==> src/rtl/core/dsau_pkg.sv <==
// Shared types, constants and helpers of the decimal scaled arithmetic unit.
// No dependencies; imported by the multiplier, the divider and the top level.
`default_nettype none
package dsau_pkg;

	localparam int POW_N = 64;
	typedef logic [63:0] pow_tab_t [POW_N];

	// 10^n wrapped to 64 bits; entries above 10^19 no longer fit
	function automatic pow_tab_t gen_pow10();
		pow_tab_t t;
		logic [63:0] p;
		p = 64'd1;
		for (int i = 0; i < POW_N; i++) begin
			t[i] = p;
			p = p * 64'd10;
		end
		return t;
	endfunction

	localparam pow_tab_t POW10 = gen_pow10();
	localparam logic [5:0] POW_MAX_EXP = 6'd19;

	localparam logic [63:0] SIGN_BIT = 64'h8000_0000_0000_0000;
	localparam logic [63:0] MASK63   = 64'h7FFF_FFFF_FFFF_FFFF;

	localparam logic [3:0] CMD_ADD = 4'd0;
	localparam logic [3:0] CMD_SUB = 4'd1;
	localparam logic [3:0] CMD_MUL = 4'd2;
	localparam logic [3:0] CMD_DIV = 4'd3;
	localparam logic [3:0] CMD_EQ  = 4'd4;
	localparam logic [3:0] CMD_GT  = 4'd5;
	localparam logic [3:0] CMD_LT  = 4'd6;
	localparam logic [3:0] CMD_GE  = 4'd7;
	localparam logic [3:0] CMD_LE  = 4'd8;

	// request to one of the shared iterative arithmetic units
	typedef struct packed {
		logic        start;
		logic [63:0] a;
		logic [63:0] b;
	} arith_req_t;

	function automatic logic [63:0] mag_of(input logic [63:0] v);
		return v[63] ? (64'd0 - v) : v;
	endfunction

	// product does not fit a signed 64-bit value of the given sign
	function automatic logic mul_ovf(input logic [127:0] p, input logic neg);
		return (p[127:64] != 64'd0) || (p[63:0] > (neg ? SIGN_BIT : MASK63));
	endfunction

endpackage
`default_nettype wire

==> src/rtl/core/dsau_mul.sv <==
// Iterative 64x64 unsigned multiplier built on one 32x32 multiplier.
// Depends on dsau_pkg (arith_req_t).
`default_nettype none
module dsau_mul import dsau_pkg::*; (
	input  wire logic         clk,
	input  wire logic         arst_n,
	input  wire arith_req_t   req,
	output logic              done,
	output logic [127:0]      prod
);

	logic [63:0]  a_q, b_q;
	logic [2:0]   cnt_q;
	logic         run_q;
	logic         done_q;
	logic [63:0]  pp_s1;
	logic [127:0] acc_q;
	logic [1:0]   pp_step;
	logic [31:0]  a_half, b_half;
	logic [1:0]   sh_step;
	logic [127:0] pp_shifted;

	assign pp_step = cnt_q[1:0];
	assign a_half  = pp_step[0] ? a_q[63:32] : a_q[31:0];
	assign b_half  = pp_step[1] ? b_q[63:32] : b_q[31:0];
	assign sh_step = cnt_q[1:0] - 2'd1;

	always_comb begin
		pp_shifted = {64'd0, pp_s1};
		case ({1'b0, sh_step[0]} + {1'b0, sh_step[1]})
			2'd1:    pp_shifted = {32'd0, pp_s1, 32'd0};
			2'd2:    pp_shifted = {pp_s1, 64'd0};
			default: pp_shifted = {64'd0, pp_s1};
		endcase
	end

	always_ff @(posedge clk or negedge arst_n) begin
		if (!arst_n) begin
			run_q  <= 1'b0;
			cnt_q  <= 3'd0;
			done_q <= 1'b0;
		end else begin
			done_q <= 1'b0;
			if (req.start) begin
				run_q <= 1'b1;
				cnt_q <= 3'd0;
			end else if (run_q) begin
				cnt_q <= cnt_q + 3'd1;
				if (cnt_q == 3'd4) begin
					run_q  <= 1'b0;
					done_q <= 1'b1;
				end
			end
		end
	end

	always_ff @(posedge clk) begin
		if (req.start) begin
			a_q   <= req.a;
			b_q   <= req.b;
			acc_q <= 128'd0;
		end else if (run_q) begin
			if (cnt_q < 3'd4)
				pp_s1 <= a_half * b_half;
			if (cnt_q != 3'd0)
				acc_q <= acc_q + pp_shifted;
		end
	end

	assign done = done_q;
	assign prod = acc_q;

endmodule
`default_nettype wire

==> config.mk <==
export PLATFORM = sky130hd
export DESIGN_NAME = dsau_mul
export DESIGN_NICKNAME = d
export VERILOG_FILES = /design/src/rtl/core/dsau_pkg.sv /design/src/rtl/core/dsau_mul.sv
export SDC_FILE = /design/constraint.sdc
export NUM_CORES = 2
export LEC_CHECK = 0
export BUFFER_PORTS_ARGS = -buffer_cell sky130_fd_sc_hd__buf_2
export CAP_MARGIN = 10
export CORE_ASPECT_RATIO = 0.9
export CORE_MARGIN = 2
export CORE_UTILIZATION = 50
export DETAILED_ROUTE_END_ITERATION = 6
export PLACE_DENSITY_LB_ADDON = 0.2
export SKIP_LAST_GASP = 1
export SYNTH_ARGS = -nofsm -noshare
export SYNTH_HDL_FRONTEND = slang
export SYNTH_SLANG_ARGS = --single-unit
==> constraint.sdc <==
create_clock -name clk -period 10.27 [get_ports clk]
set_input_delay 2.054 -clock clk [delete_from_list [all_inputs] [get_ports clk]]
set_output_delay 2.054 -clock clk [all_outputs]
set_load 0.02 [all_outputs]
==> impl_metrics.csv <==
group,metric,value,unit
status,status,"finished clean",
clock_tree,cts-root-buf,"clkbuf_16",
timing,fin_skew,41.3,ps
synthesis,yosys_most_used_dff,"edfxtp_1",
detailed_routing,firstDrtPassIters,6,
detailed_routing,drcViolationCount,0,
setup_path,path_class,"flip-flop to flip-flop",
place,dp_hpwl,158,mm
synthesis,ys_seq_area_share,16.0,%
detailed_routing,wl_per_cell,26.0,µm
setup_path,r2r_slack,640,ps
final_layout,fill_cells,9797,
clock_tree,cts_buffers,41,
hold_path,hold_class,"flip-flop to flip-flop",
detailed_routing,drt_iter0_markers,4832,
grt,antenna_found_initial,1,
timing,relSlewSlack,18.3,%
grt,grt.total_usage,36.2,%
timing,hold_ws,473,ps
synthesis,ys_types,94,
final_layout,final_nets,7530,
clock_tree,htreeDepth,2,
setup_path,end_kind,"flip-flop",
hold_path,whs_path_depth,2,
clock_tree,post_cts_buffers,0,
synthesis,synth_area,0.0528,mm²
hold_path,min_from,"prod[12]",
timing,rsz0062_at_grt,"false",
final_layout,final_cell_mix,"938 x inv_1, 897 x fa_1, 812 x nand2_1",
setup_path,path_max_fanout,29,
synthesis,synth_edf_count,192,
floorplanning,die_w,347,µm
clock_tree,cts.sinks,325,
clock_tree,cts-resized-gates,0,
timing,finalCriticalPeriod,9630,ps
detailed_routing,routed_wirelength,196,mm
final_layout,area_growth_syn_to_layout,8.35,%
detailed_routing,ant_nets,0,
grt,grt_first_pass_wirelength,290,mm
timing,tightestPinTransition,1210,ps
floorplanning,io_pins,260,
synthesis,synth_nets,7396,
synthesis,synth_seq_cells,325,
setup_path,worstReg2RegEnd,"pp_s1[62]",
grt,first_global_vias,44400,
hold_path,min_to,"prod[12]",
setup_path,r2r_cells,24,
floorplanning,die-area,0.108,mm²
job,max_cap_viol_count,0,
grt,grt_overflow,0,
detailed_routing,via_per_inst,5.89,
timing,tns,0,ps
synthesis,avgSynthCellArea,8.84,µm²
timing,fmax,0.104,GHz
clock_tree,clockBufferDepth,3,
clock_tree,cts_tree,"done",
place,port_buffers,259,
clock_tree,clk_pin_slew_worst_paths,80,ps
clock_tree,clk_latency,650,ps
synthesis,synth_warnings,0,
setup_path,worstPathArrival,10020,ps
final_layout,final_common_cell,"inv_1",
final_layout,layout-drive-gt1-share,9.85,%
floorplanning,initial_core_util,50.3,%
timing,post-route-period-util,93.8,%
setup_path,worstPathRequired,10660,ps
floorplanning,core-area,0.105,mm²
detailed_routing,vias,44300,
clock_tree,cts-hold-fix-buffers,0,
floorplanning,std_cell_rows,113,
setup_path,startpoint_type,"flip-flop",
grt,grt_max_degree,67,
floorplanning,die_h,312,µm
place,gp_congestion,1.02,
setup_path,worstReg2RegStart,"cnt_q[1]",
timing,hold_violations,0,
timing,setup_violations,0,
synthesis,async_reset_ff_share,1.54,%
synthesis,syn_inst,5975,
timing,drv_slew,0,
## stage by stage
| stage | setup slack [ps] | utilization (%) | cells | area (µm²) |
|---|---|---|---|---|
| final | 636 | 54.4 | 7522 | 57200 |
| after global routing | 466 | 54.4 | 7521 | 57200 |
| after CTS | 779 | 54.4 | 7520 | 57200 |
| after detailed placement | 794 | 53.1 | 7445 | 55800 |
| after global placement | 829 | 53.1 | 7445 | 55800 |
| after floorplan | 1300 | - | 5975 | 52800 |
## critical path: stages (launching register included)
cell,delay [ps]
dfrtp_4,800
mux2i_2,1030
buf_4,340
nor2_1,80
fa_1,540
inv_1,60
fa_1,540
inv_1,60
fa_1,530
fa_1,510
fa_1,560
fa_1,450
fa_1,510
fa_1,410
ha_1,340
a21oi_1,230
o21ai_0,190
a21oi_1,230
o21ai_0,110
nor2_1,390
o31ai_2,220
a311o_1,420
a41o_1,270
a221o_1,330
xor2_1,150
## flip-flops by register name, summed over array words and instances, names as in the netlist
register / flops
run_q: 1
done: 1
pp_s1: 64
a_q: 64
b_q: 64
prod: 128
cnt_q: 3
## how the worst max path moves through the flow
stage	start	cells past startpoint	slack (ps)	to
5_1_grt	cnt_q[1]	24	470	pp_s1[62]
4_1_cts	cnt_q[1]	24	780	pp_s1[62]
6_report	cnt_q[1]	24	640	pp_s1[62]
3_5_place_dp	cnt_q[1]	24	790	pp_s1[62]
2_1_floorplan	cnt_q[0]	30	1300	pp_s1[62]
3_3_place_gp	cnt_q[1]	24	830	pp_s1[62]
## synthesized netlist by cell type, drive strengths merged, types with 7 or more instances
cell type  count  area share [%]
a211oi        17            0.25
a21boi        16            0.23
a21o          95             1.4
a21oi        339             3.2
a22o          68             1.1
a311oi         7            0.12
a31o           7            0.12
a31oi         25            0.30
and2          78            0.92
and3          20            0.24
and4          10            0.17
buf           30            0.30
clkbuf       261             1.9
dfxtp        128             4.9
edfxtp       192              11
fa           897              34
ha           393             9.3
inv          938             6.7
mux2          64             1.4
mux2i         67             1.3
nand2        813             5.8
nand2b        17            0.20
nand3         40            0.38
nand4         75            0.89
nor2         733             5.2
nor2b         20            0.24
nor3          33            0.34
nor4          10            0.12
o211ai         8            0.11
o21a          23            0.33
o21ai        212             2.0
o21bai        46            0.65
o31ai         21            0.33
or3           10            0.12
xnor2        115             1.9
xor2          59            0.98
## metal layers
| layer | global-route usage [%] | routed length, µm | share of wire [%] |
|---|---|---|---|
| met5 | 0 | 17 | 0.0087 |
| met4 | 14.6 | 9670 | 4.9 |
| met3 | 11.4 | 23500 | 12 |
| met2 | 53.5 | 82500 | 42 |
| met1 | 49.4 | 80200 | 41 |
## cell families after synthesis
family | after synthesis | synth area share, %
AND/OR/NAND/NOR | 1881 | 15.0
adder cells (fa/ha/maj) | 1290 | 43.3
buffers and inverters | 1230 | 8.93
AO/OA/AOI/OAI | 944 | 11.2
flip-flops | 325 | 16.0
XOR/XNOR | 174 | 2.89
multiplexers | 131 | 2.64
## area by class of cell
cell class | instances | area [µm²] | area share (%)
multi-input cells | 4420 | 39900 | 69.7
inverters | 938 | 3520 | 6.16
well taps | 1380 | 1730 | 3.02
clock buffers | 49 | 1100 | 1.92
clock inverters | 26 | 265 | 0.464
repair buffers | 383 | 2270 | 3.97
diodes | 1 | 2.50 | 0.00438
flip-flops and latches | 325 | 8460 | 14.8
Power is not shown: default switching activity piles up to over one toggle a cycle in this logic, so the estimate is an artifact.
