`src/rtl/core/dsau_pkg.sv`:
```
// Shared types, constants and helpers of the decimal scaled arithmetic unit.
// No dependencies; imported by the multiplier, the divider and the top level.
`default_nettype none
package dsau_pkg;

	localparam int POW_N = 64;
	typedef logic [63:0] pow_tab_t [POW_N];

	// 10^n wrapped to 64 bits; entries above 10^19 no longer fit
	function automatic pow_tab_t gen_pow10();
		pow_tab_t t;
		logic [63:0] p;
		p = 64'd1;
		for (int i = 0; i < POW_N; i++) begin
			t[i] = p;
			p = p * 64'd10;
		end
		return t;
	endfunction

	localparam pow_tab_t POW10 = gen_pow10();
	localparam logic [5:0] POW_MAX_EXP = 6'd19;

	localparam logic [63:0] SIGN_BIT = 64'h8000_0000_0000_0000;
	localparam logic [63:0] MASK63   = 64'h7FFF_FFFF_FFFF_FFFF;

	localparam logic [3:0] CMD_ADD = 4'd0;
	localparam logic [3:0] CMD_SUB = 4'd1;
	localparam logic [3:0] CMD_MUL = 4'd2;
	localparam logic [3:0] CMD_DIV = 4'd3;
	localparam logic [3:0] CMD_EQ  = 4'd4;
	localparam logic [3:0] CMD_GT  = 4'd5;
	localparam logic [3:0] CMD_LT  = 4'd6;
	localparam logic [3:0] CMD_GE  = 4'd7;
	localparam logic [3:0] CMD_LE  = 4'd8;

	// request to one of the shared iterative arithmetic units
	typedef struct packed {
		logic        start;
		logic [63:0] a;
		logic [63:0] b;
	} arith_req_t;

	function automatic logic [63:0] mag_of(input logic [63:0] v);
		return v[63] ? (64'd0 - v) : v;
	endfunction

	// product does not fit a signed 64-bit value of the given sign
	function automatic logic mul_ovf(input logic [127:0] p, input logic neg);
		return (p[127:64] != 64'd0) || (p[63:0] > (neg ? SIGN_BIT : MASK63));
	endfunction

endpackage
`default_nettype wire

```
`src/rtl/core/dsau_div.sv`:
```
// Iterative 64-bit unsigned restoring divider, one quotient bit per cycle.
// Depends on dsau_pkg (arith_req_t).
`default_nettype none
module dsau_div import dsau_pkg::*; (
	input  wire logic        clk,
	input  wire logic        arst_n,
	input  wire arith_req_t  req,
	output logic             done,
	output logic [63:0]      quot,
	output logic [63:0]      rem
);

	logic [63:0] q_q, r_q, d_q;
	logic [6:0]  cnt_q;
	logic        run_q;
	logic        done_q;
	logic [64:0] shifted;
	logic [64:0] trial;

	assign shifted = {r_q, q_q[63]};
	assign trial   = shifted - {1'b0, d_q};

	always_ff @(posedge clk or negedge arst_n) begin
		if (!arst_n) begin
			run_q  <= 1'b0;
			cnt_q  <= 7'd0;
			done_q <= 1'b0;
		end else begin
			done_q <= 1'b0;
			if (req.start) begin
				run_q <= 1'b1;
				cnt_q <= 7'd0;
			end else if (run_q) begin
				cnt_q <= cnt_q + 7'd1;
				if (cnt_q == 7'd63) begin
					run_q  <= 1'b0;
					done_q <= 1'b1;
				end
			end
		end
	end

	always_ff @(posedge clk) begin
		if (req.start) begin
			q_q <= req.a;
			d_q <= req.b;
			r_q <= 64'd0;
		end else if (run_q) begin
			// keep the difference when no borrow
			r_q <= trial[64] ? shifted[63:0] : trial[63:0];
			q_q <= {q_q[62:0], ~trial[64]};
		end
	end

	assign done = done_q;
	assign quot = q_q;
	assign rem  = r_q;

endmodule
`default_nettype wire

```
`config.mk`:
```
export PLATFORM = sky130hd
export DESIGN_NAME = dsau_div
export DESIGN_NICKNAME = d
export VERILOG_FILES = /design/src/rtl/core/dsau_pkg.sv /design/src/rtl/core/dsau_div.sv
export SDC_FILE = /design/constraint.sdc
export NUM_CORES = 1
export LEC_CHECK = 0
export BUFFER_PORTS_ARGS = -buffer_cell sky130_fd_sc_hd__buf_2
export CAP_MARGIN = 10
export CORE_MARGIN = 8
export CORE_UTILIZATION = 51
export CTS_BUF_LIST = sky130_fd_sc_hd__clkbuf_8
export DETAILED_ROUTE_END_ITERATION = 8
export HOLD_SLACK_MARGIN = 0.15
export PLACE_DENSITY = 0.79
export SYNTH_ARGS = -nofsm -noshare
export SYNTH_HDL_FRONTEND = slang
export SYNTH_SLANG_ARGS = --single-unit
```
`constraint.sdc`:
```
create_clock -name clk -period 2.9 [get_ports clk]
set_input_delay 0.435 -clock clk [delete_from_list [all_inputs] [get_ports clk]]
set_output_delay 0.435 -clock clk [all_outputs]
set_load 0.1 [all_outputs]
```
==> flow_metrics.py, run 1 <==
metrics = {
    "yosys": {
        "synth-main-ff-cell": "edfxtp_1",
        "syn_nets": 1392,
        "synth_cell_type_count": 67,
        "syn_area_per_cell_um2": 9.98,
        "synthArstFlopShare": 0.0448,
        "ys_warn_count": 0,
        "syn_inst": 1195,
        "ys_seq_elements": 201,
        "synth.cell_area_um2": 11900,
        "ys_seq_area_frac": 0.449,
        "synth_edf_count": 128,
    },
    "global_route": {
        "grt_pass1_wl_um": 61200,
        "first_global_vias": 12000,
        "grtUsageTotal": 0.265,
        "grtUsageMet1": 0.299,
        "antenna_found_initial": 1,
        "grt_util_met2": 0.464,
        "busiest_layer": "met2",
        "grt_max_degree": 149,
        "grt_overflow_total": 0,
        "met3_usage": 0.0738,
    },
    "clocking": {
        "path_clk_slew_ns": 0.07,
        "cts-htree-levels": 2,
        "clock_path_buffers": 3,
        "root_buffer": "clkbuf_8",
        "cts_tree": "yes",
        "clock-sinks": 201,
        "clk-insertion-delay-late_ns": 0.54,
        "cts_buffers": 37,
    },
    "worst_setup_path": {
        "required_ns": 3.30,
        "worst_setup_path_start_kind": "flop",
        "crit_cells": 16,
        "cp_num_buf_inv": 6,
        "rr_startpoint": "d_q[20]$_DFFE_PP_",
        "reg2reg_depth": 16,
        "cp_data_arrival_time_ns": 3.62,
        "cp-startpoint": "d_q[20]$_DFFE_PP_",
        "crit_slowest_cell": "edfxtp_1",
        "critPathTopFamily": "compound AO/OA/AOI/OAI gates",
        "endpoint_kind": "flop",
        "slowest_delay_ns": 0.37,
        "cp_cell_sequence": "inv_1, ha_4, buf_4, nand4_1, nor2_2, nand3b_1, a21oi_2, buf_6, a21oi_2, o211a_1, nor3_4, buf_6, buf_12, buf_16, mux2i_1, a211oi_1",
        "crit_type": "reg -> reg",
        "critPathMaxFanout": 6,
    },
    "sta": {
        "final.period_utilization": 1.11,
        "fin_crit_ns": 3.22,
        "maxSlewHeadroom": 0.433,
        "finalHoldViolCount": 0,
        "final-setup-viol-count": 63,
        "worst_slew_pin_slew_ns": 0.851,
        "fmax_ghz": 0.311,
        "final_max_slew_viol_count": 0,
        "fin_worst_skew_ns": 0.0310,
        "grt_setup_unrepaired": "true",
        "setup_ws_ns": -0.318,
        "whs_ns": 0.198,
    },
    "final_layout": {
        "final_cells": 2096,
        "drive_above_1_share": 0.423,
        "nFillCells": 1500,
        "syn2layout_area_growth_pct": 47.0,
        "multiInputGateArea_um2": 6610,
        "final_nets": 1944,
        "final-seq-area_um2": 5360,
    },
    "pwr": {
        "powerDensity_nw_per_um2": 457,
        "power_mw": 8.01,
        "peakVddDrop_mv": 0.529,
        "power.share.clock": 0.364,
        "p_leak_nw": 8.10,
        "p_sw_mw": 2.61,
        "power_frac_comb": 0.220,
        "p_seq_frac": 0.416,
        "p_int_mw": 5.41,
        "swShare": 0.325,
    },
    "hold_path": {
        "worst_hold_path_type": "in -> reg",
        "holdPathStages": 3,
        "min_from": "req[64]",
    },
    "route": {
        "drcViolationCount": 0,
        "wl_um": 40400,
        "via_per_inst": 5.60,
        "drt-initial-drc-count": 776,
        "dr.pass1.iters": 5,
        "vias": 11700,
        "postRouteAntennaNets": 0,
        "wl_per_cell_um": 19.3,
    },
    "floorplan": {
        "dieArea_um2": 28500,
        "die_x_um": 169,
        "ios": 260,
        "start_util": 0.514,
        "rows": 56,
        "die_y_um": 169,
        "core_region_area_um2": 23200,
    },
    "flow_run": {
        "maxCapViolations": 0,
    },
    "place": {
        "portBuffers": 259,
        "dp_hpwl_um": 27400,
        "gp_congestion": 0.931,
        "dp_cells": 1935,
    },
    "outcome": {
        "status": "complete, but fails checks",
        "violations": "negative setup slack",
    },
}
[power by group through the flow]
stage	Sequential, mW	Clock (mW)	Combinational [mW]
final	3.33	2.92	1.77
after global routing	3.35	3.07	1.85
after CTS	3.33	2.94	1.72
after detailed placement	3.38	0	1.61
after global placement	3.37	0	1.58
after floorplan	4.05	0	0.458
[worst reg2reg max path, cell delays in order, from the launching register on]
cell and delay [ns]:
edfxtp_1 0.37, inv_1 0.08, ha_4 0.29, buf_4 0.15, nand4_1 0.15, nor2_2 0.17
nand3b_1 0.17, a21oi_2 0.17, buf_6 0.13, a21oi_2 0.07, o211a_1 0.26, nor3_4 0.20
buf_6 0.19, buf_12 0.13, buf_16 0.12, mux2i_1 0.09, a211oi_1 0.34
[worst paths after layout]
kind | slack (ns) | end
max | -0.32 | rem[33]$_SDFFE_PP0P_
min | 0.20 | quot[0]$_DFFE_PP_
max reg2reg | -0.32 | rem[33]$_SDFFE_PP0P_
min reg2reg | 0.53 | rem[47]$_SDFFE_PP0P_
max in group asynchronous | 2.35 | run_q$_DFF_PN0_
min in group asynchronous | 0.34 | cnt_q[6]$_DFFE_PN0P_
[repair_timing]
action                     CTS  global route
buffers inserted            15            10
setup endpoints to repair   65            65
gates resized for setup     67            69
gates cloned                 3             0
hold endpoints to repair    73             0
hold buffers                65             0
pin swaps                   41            31
[layout make-up]
type                    count  area share
multi-input cells         847       0.377
diodes                      1    0.000143
inverters                  84      0.0180
clock inverters            26      0.0116
well taps                 319      0.0228
flip-flops and latches    201       0.306
clock buffers              42      0.0330
repair buffers            576       0.231
[state kept, by name, summed over array words and instances, names as in the netlist]
register	count
d_q	64
quot	64
rem	64
cnt_q	7
done	1
run_q	1
[per-stage QoR]
| step | setup WS (ns) | cell area [um2] | util | TNS, ns |
|---|---|---|---|---|
| 3_5_place_dp | -0.362 | 15100 | 0.653 | -14.66 |
| 3_3_place_gp | -0.269 | 15100 | 0.653 | -9.83 |
| 6_report | -0.318 | 17500 | 0.755 | -10.44 |
| 2_1_floorplan | -0.669 | 12000 | - | -36.47 |
| 4_1_cts | -0.182 | 17100 | 0.738 | -7.73 |
| 5_1_grt | -0.476 | 17500 | 0.755 | -20.33 |
[cell families (layout without fill, tap and decap cells)]
group,after synthesis,count (layout),share of synthesized area
XOR/XNOR,58,58,0.0426
AND/OR/NAND/NOR,308,308,0.118
multiplexers,118,118,0.106
AO/OA/AOI/OAI,297,297,0.164
adder cells (fa/ha/maj),66,66,0.0699
buffers and inverters,147,728,0.0506
other,0,1,0
flip-flops,201,201,0.449
[layout by cell type, fill, tap and decap left out, types with 12 or more instances in the layout]
| master | count |
|---|---|
| nand2_1 | 84 |
| nand4_1 | 31 |
| a21o_1 | 31 |
| a21oi_1 | 73 |
| ha_1 | 53 |
| inv_1 | 89 |
| mux2i_1 | 43 |
| clkbuf_8 | 42 |
| buf_4 | 231 |
| a211oi_1 | 45 |
| dlygate4sd3_1 | 65 |
| buf_2 | 258 |
| edfxtp_1 | 128 |
| nor3_1 | 12 |
| dfxtp_1 | 56 |
| xnor2_1 | 34 |
| nor2_1 | 108 |
| o21ai_0 | 30 |
| mux2_2 | 64 |
| xor2_1 | 24 |
[layer usage]
layer  part of all wire  up-vias
li1                   -     5489
met1               0.38     5557
met2               0.49      577
met3              0.087      114
met4              0.038        0
met5                  0        -
[Yosys cell counts (3+ instances only)]
| master | n | share of area |
|---|---|---|
| inv_1 | 83 | 0.026 |
| a211o_1 | 4 | 0.0029 |
| buf_6 | 3 | 0.0028 |
| nor2b_1 | 7 | 0.0037 |
| o21a_1 | 7 | 0.0044 |
| nand2b_1 | 7 | 0.0037 |
| ha_1 | 65 | 0.068 |
| buf_1 | 3 | 0.00094 |
| nor4_1 | 4 | 0.0021 |
| or4_1 | 3 | 0.0019 |
| edfxtp_1 | 128 | 0.32 |
| mux2i_1 | 52 | 0.044 |
| o21ai_0 | 41 | 0.017 |
| nand2_1 | 86 | 0.027 |
| a31oi_1 | 10 | 0.0052 |
| mux2_2 | 66 | 0.062 |
| a21oi_1 | 87 | 0.037 |
| dfxtp_1 | 64 | 0.11 |
| o21ai_1 | 4 | 0.0017 |
| and3_1 | 4 | 0.0021 |
| clkbuf_1 | 38 | 0.012 |
| a211oi_1 | 53 | 0.033 |
| or3_1 | 6 | 0.0031 |
| nand3_1 | 13 | 0.0055 |
| xnor2_1 | 34 | 0.025 |
| o21bai_1 | 11 | 0.0069 |
| o31ai_1 | 6 | 0.0038 |
| nor3_1 | 21 | 0.0088 |
| nor2_1 | 113 | 0.036 |
| dfrtp_1 | 9 | 0.019 |
| a311oi_1 | 3 | 0.0022 |
| o2111ai_1 | 3 | 0.0022 |
| o211a_1 | 4 | 0.0034 |
| and2_1 | 4 | 0.0021 |
| o211ai_1 | 9 | 0.0057 |
| nand4_1 | 31 | 0.016 |
| xor2_1 | 24 | 0.018 |
| o22ai_1 | 4 | 0.0021 |
| buf_2 | 16 | 0.0067 |
| a21o_1 | 31 | 0.020 |
Note: power is estimated with default switching activity, not from simulation.
==> inputs of run 2 (changes only) <==
ABC_CLOCK_PERIOD_IN_PS = 2900   (was unset)
SETUP_SLACK_MARGIN = 0.3   (was unset)
==> run 2 against run 1 <==
Against the previous run:
- critical endpoint is now rem[15]$_SDFFE_PP0P_
- the run still ends with negative setup slack left
- power decreased by 3.9%
- via count decreased by 2.3%
- sequential share of layout area increased by 0.34 points
- critical path type unchanged
- largest cell class unchanged
- register-to-register slack improved by 0.06 ns
- worst setup slack improved by 0.062 ns
- fmax increased by 2.0%
- cell count decreased by 0.14%
- wire length decreased by 4.0%
- critical path depth decreased by 1
- sequential power about the same
- first-iteration DRC count decreased by 7.7%
==> flow_metrics.py, run 2 (same netlist as run 1, synthesis figures left out) <==
metrics = {
    "pwr": {
        "p_int_mw": 5.16,
        "peakVddDrop_mv": 0.564,
        "power.share.clock": 0.341,
        "power_mw": 7.70,
        "powerDensity_nw_per_um2": 444,
        "p_seq_frac": 0.431,
        "p_leak_nw": 8.08,
        "swShare": 0.330,
        "p_sw_mw": 2.54,
        "power_frac_comb": 0.227,
    },
    "floorplan": {
        "die_x_um": 169,
        "core_region_area_um2": 23200,
        "start_util": 0.514,
        "ios": 260,
        "dieArea_um2": 28500,
        "rows": 56,
        "die_y_um": 169,
    },
    "route": {
        "drt-initial-drc-count": 716,
        "postRouteAntennaNets": 0,
        "drcViolationCount": 0,
        "via_per_inst": 5.48,
        "dr.pass1.iters": 5,
        "wl_per_cell_um": 18.5,
        "wl_um": 38800,
        "vias": 11500,
    },
    "clocking": {
        "cts_buffers": 36,
        "cts-htree-levels": 2,
        "root_buffer": "clkbuf_8",
        "clock_path_buffers": 3,
        "clock-sinks": 201,
        "path_clk_slew_ns": 0.06,
        "cts_tree": "yes",
        "clk-insertion-delay-late_ns": 0.53,
    },
    "place": {
        "pre_cts_ws_ns": -0.273,
        "dp_hpwl_um": 27600,
        "gp_congestion": 0.931,
        "portBuffers": 259,
        "placed_cell_area_um2": 15200,
        "dp_cells": 1940,
    },
    "worst_setup_path": {
        "reg2reg_slack_ns": -0.26,
        "crit_slowest_cell": "edfxtp_1",
        "crit_type": "reg -> reg",
        "reg2reg_depth": 15,
        "critPathMaxFanout": 7,
        "rr_startpoint": "d_q[0]$_DFFE_PP_",
        "cp_cell_sequence": "ha_4, fa_2, nand2b_4, a21oi_4, o21ai_4, o21ai_4, buf_6, a21oi_4, o211a_1, nor3_4, buf_6, buf_12, buf_16, mux2i_2, a211oi_1",
        "slowest_delay_ns": 0.43,
        "cp_data_arrival_time_ns": 3.55,
        "r2r-end": "rem[15]$_SDFFE_PP0P_",
        "required_ns": 3.29,
        "endpoint_kind": "flop",
        "worst_setup_path_start_kind": "flop",
    },
    "final_layout": {
        "nFillCells": 1562,
        "layout_common_cells": "buf_2 (258), buf_4 (229), edfxtp_1 (128)",
        "syn2layout_area_growth_pct": 45.4,
        "drive_above_1_share": 0.406,
        "final_cells": 2093,
        "postLayoutCoreUtil": 0.747,
        "mostFrequentLayoutCell": "buf_2",
        "design_area_um2": 17300,
        "final_nets": 1943,
    },
    "global_route": {
        "grt_overflow_total": 0,
        "grtUsageTotal": 0.260,
        "grt_pass1_wl_um": 60400,
        "antenna_found_initial": 1,
        "grt_max_degree": 84,
        "first_global_vias": 11800,
    },
    "flow_run": {
        "maxCapViolations": 0,
    },
    "sta": {
        "final-setup-viol-count": 65,
        "finalHoldViolCount": 0,
        "whs_ns": 0.200,
        "final_max_slew_viol_count": 0,
        "fin_crit_ns": 3.16,
        "setup_tns_ns": -12.65,
        "setup_ws_ns": -0.257,
        "fin_worst_skew_ns": 0.0208,
        "worst_slew_pin_slew_ns": 0.770,
        "final.period_utilization": 1.09,
        "grt_setup_unrepaired": "true",
        "fmax_ghz": 0.317,
        "maxSlewHeadroom": 0.487,
    },
    "hold_path": {
        "holdPathStages": 2,
        "worstHoldEndpoint": "quot[44]$_DFFE_PP_",
        "worst_hold_path_type": "in -> reg",
        "min_from": "req[108]",
    },
    "outcome": {
        "status": "complete, but fails checks",
        "violations": "negative setup slack",
    },
}
[run 2: cell types whose count changed in the layout (fill, tap and decap cells not counted), moves of 3 or more]
| cell | previous run | this run |
|---|---|---|
| ha_4 | 10 | 4 |
| nor2_2 | 5 | 1 |
| mux2i_1 | 43 | 46 |
| ha_1 | 53 | 60 |
| o21ai_2 | 5 | 1 |
| o21ai_0 | 30 | 34 |
| o31ai_2 | 0 | 3 |
| clkbuf_16 | 0 | 4 |
| clkinv_2 | 9 | 4 |
| mux2i_2 | 9 | 4 |
| a211oi_1 | 45 | 48 |
| inv_1 | 89 | 97 |
| nand2_1 | 84 | 81 |
[run 2: cell type report]
class	count	area, um2	area share
Inverter	84	315	0.0182
Sequential cell	201	5360	0.310
Multi-Input combinational cell	847	6450	0.372
Antenna cell	1	2.50	0.000144
Timing Repair Buffer	576	4110	0.237
Clock inverter	25	140	0.00809
Tap cell	319	399	0.0230
Clock buffer	40	551	0.0318
[run 2: worst max-delay path by stage]
stage	startpoint	cells after the start	slack, ns	end
floorplan	quot[63]$_DFFE_PP_	13	-0.67	rem[60]$_SDFFE_PP0P_
global placement	d_q[33]$_DFFE_PP_	14	-0.20	rem[52]$_SDFFE_PP0P_
detailed placement	d_q[20]$_DFFE_PP_	15	-0.27	rem[45]$_SDFFE_PP0P_
CTS	d_q[0]$_DFFE_PP_	14	-0.18	rem[25]$_SDFFE_PP0P_
global route	d_q[0]$_DFFE_PP_	15	-0.39	rem[47]$_SDFFE_PP0P_
finish	d_q[0]$_DFFE_PP_	15	-0.26	rem[15]$_SDFFE_PP0P_
[run 2: timing repair]
action	in CTS	in global routing
gates resized for setup	41	60
hold endpoints to repair	73	0
pin swaps	36	41
hold buffers	65	0
setup buffers	5	10
cloned	3	4
setup endpoints to repair	65	65
[run 2: worst max-delay path: cells and delay by family (launching register included)]
family / cells / cell delay, ns
AO/OA/AOI/OAI: 6 / 0.93
buffers and inverters: 4 / 0.60
adder cells (fa/ha/maj): 2 / 0.52
flip-flops: 1 / 0.43
AND/OR/NAND/NOR: 2 / 0.28
multiplexers: 1 / 0.22
[run 2: power groups by stage]
stage	registers (mW)	clock network (mW)	logic, mW
after floorplan	4.05	0	0.458
after global placement	3.37	0	1.59
after detailed placement	3.37	0	1.62
after CTS	3.32	2.68	1.71
after global routing	3.34	2.79	1.84
final	3.32	2.63	1.75
[run 2: per-layer routing]
layer / vias to the layer above / share of wire / global-route usage
met1: 5437 / 0.39 / 0.308
met2: 437 / 0.49 / 0.445
met3: 92 / 0.085 / 0.0748
li1: 5499 / - / -
met5: - / 0 / 0
met4: 0 / 0.031 / 0.0920
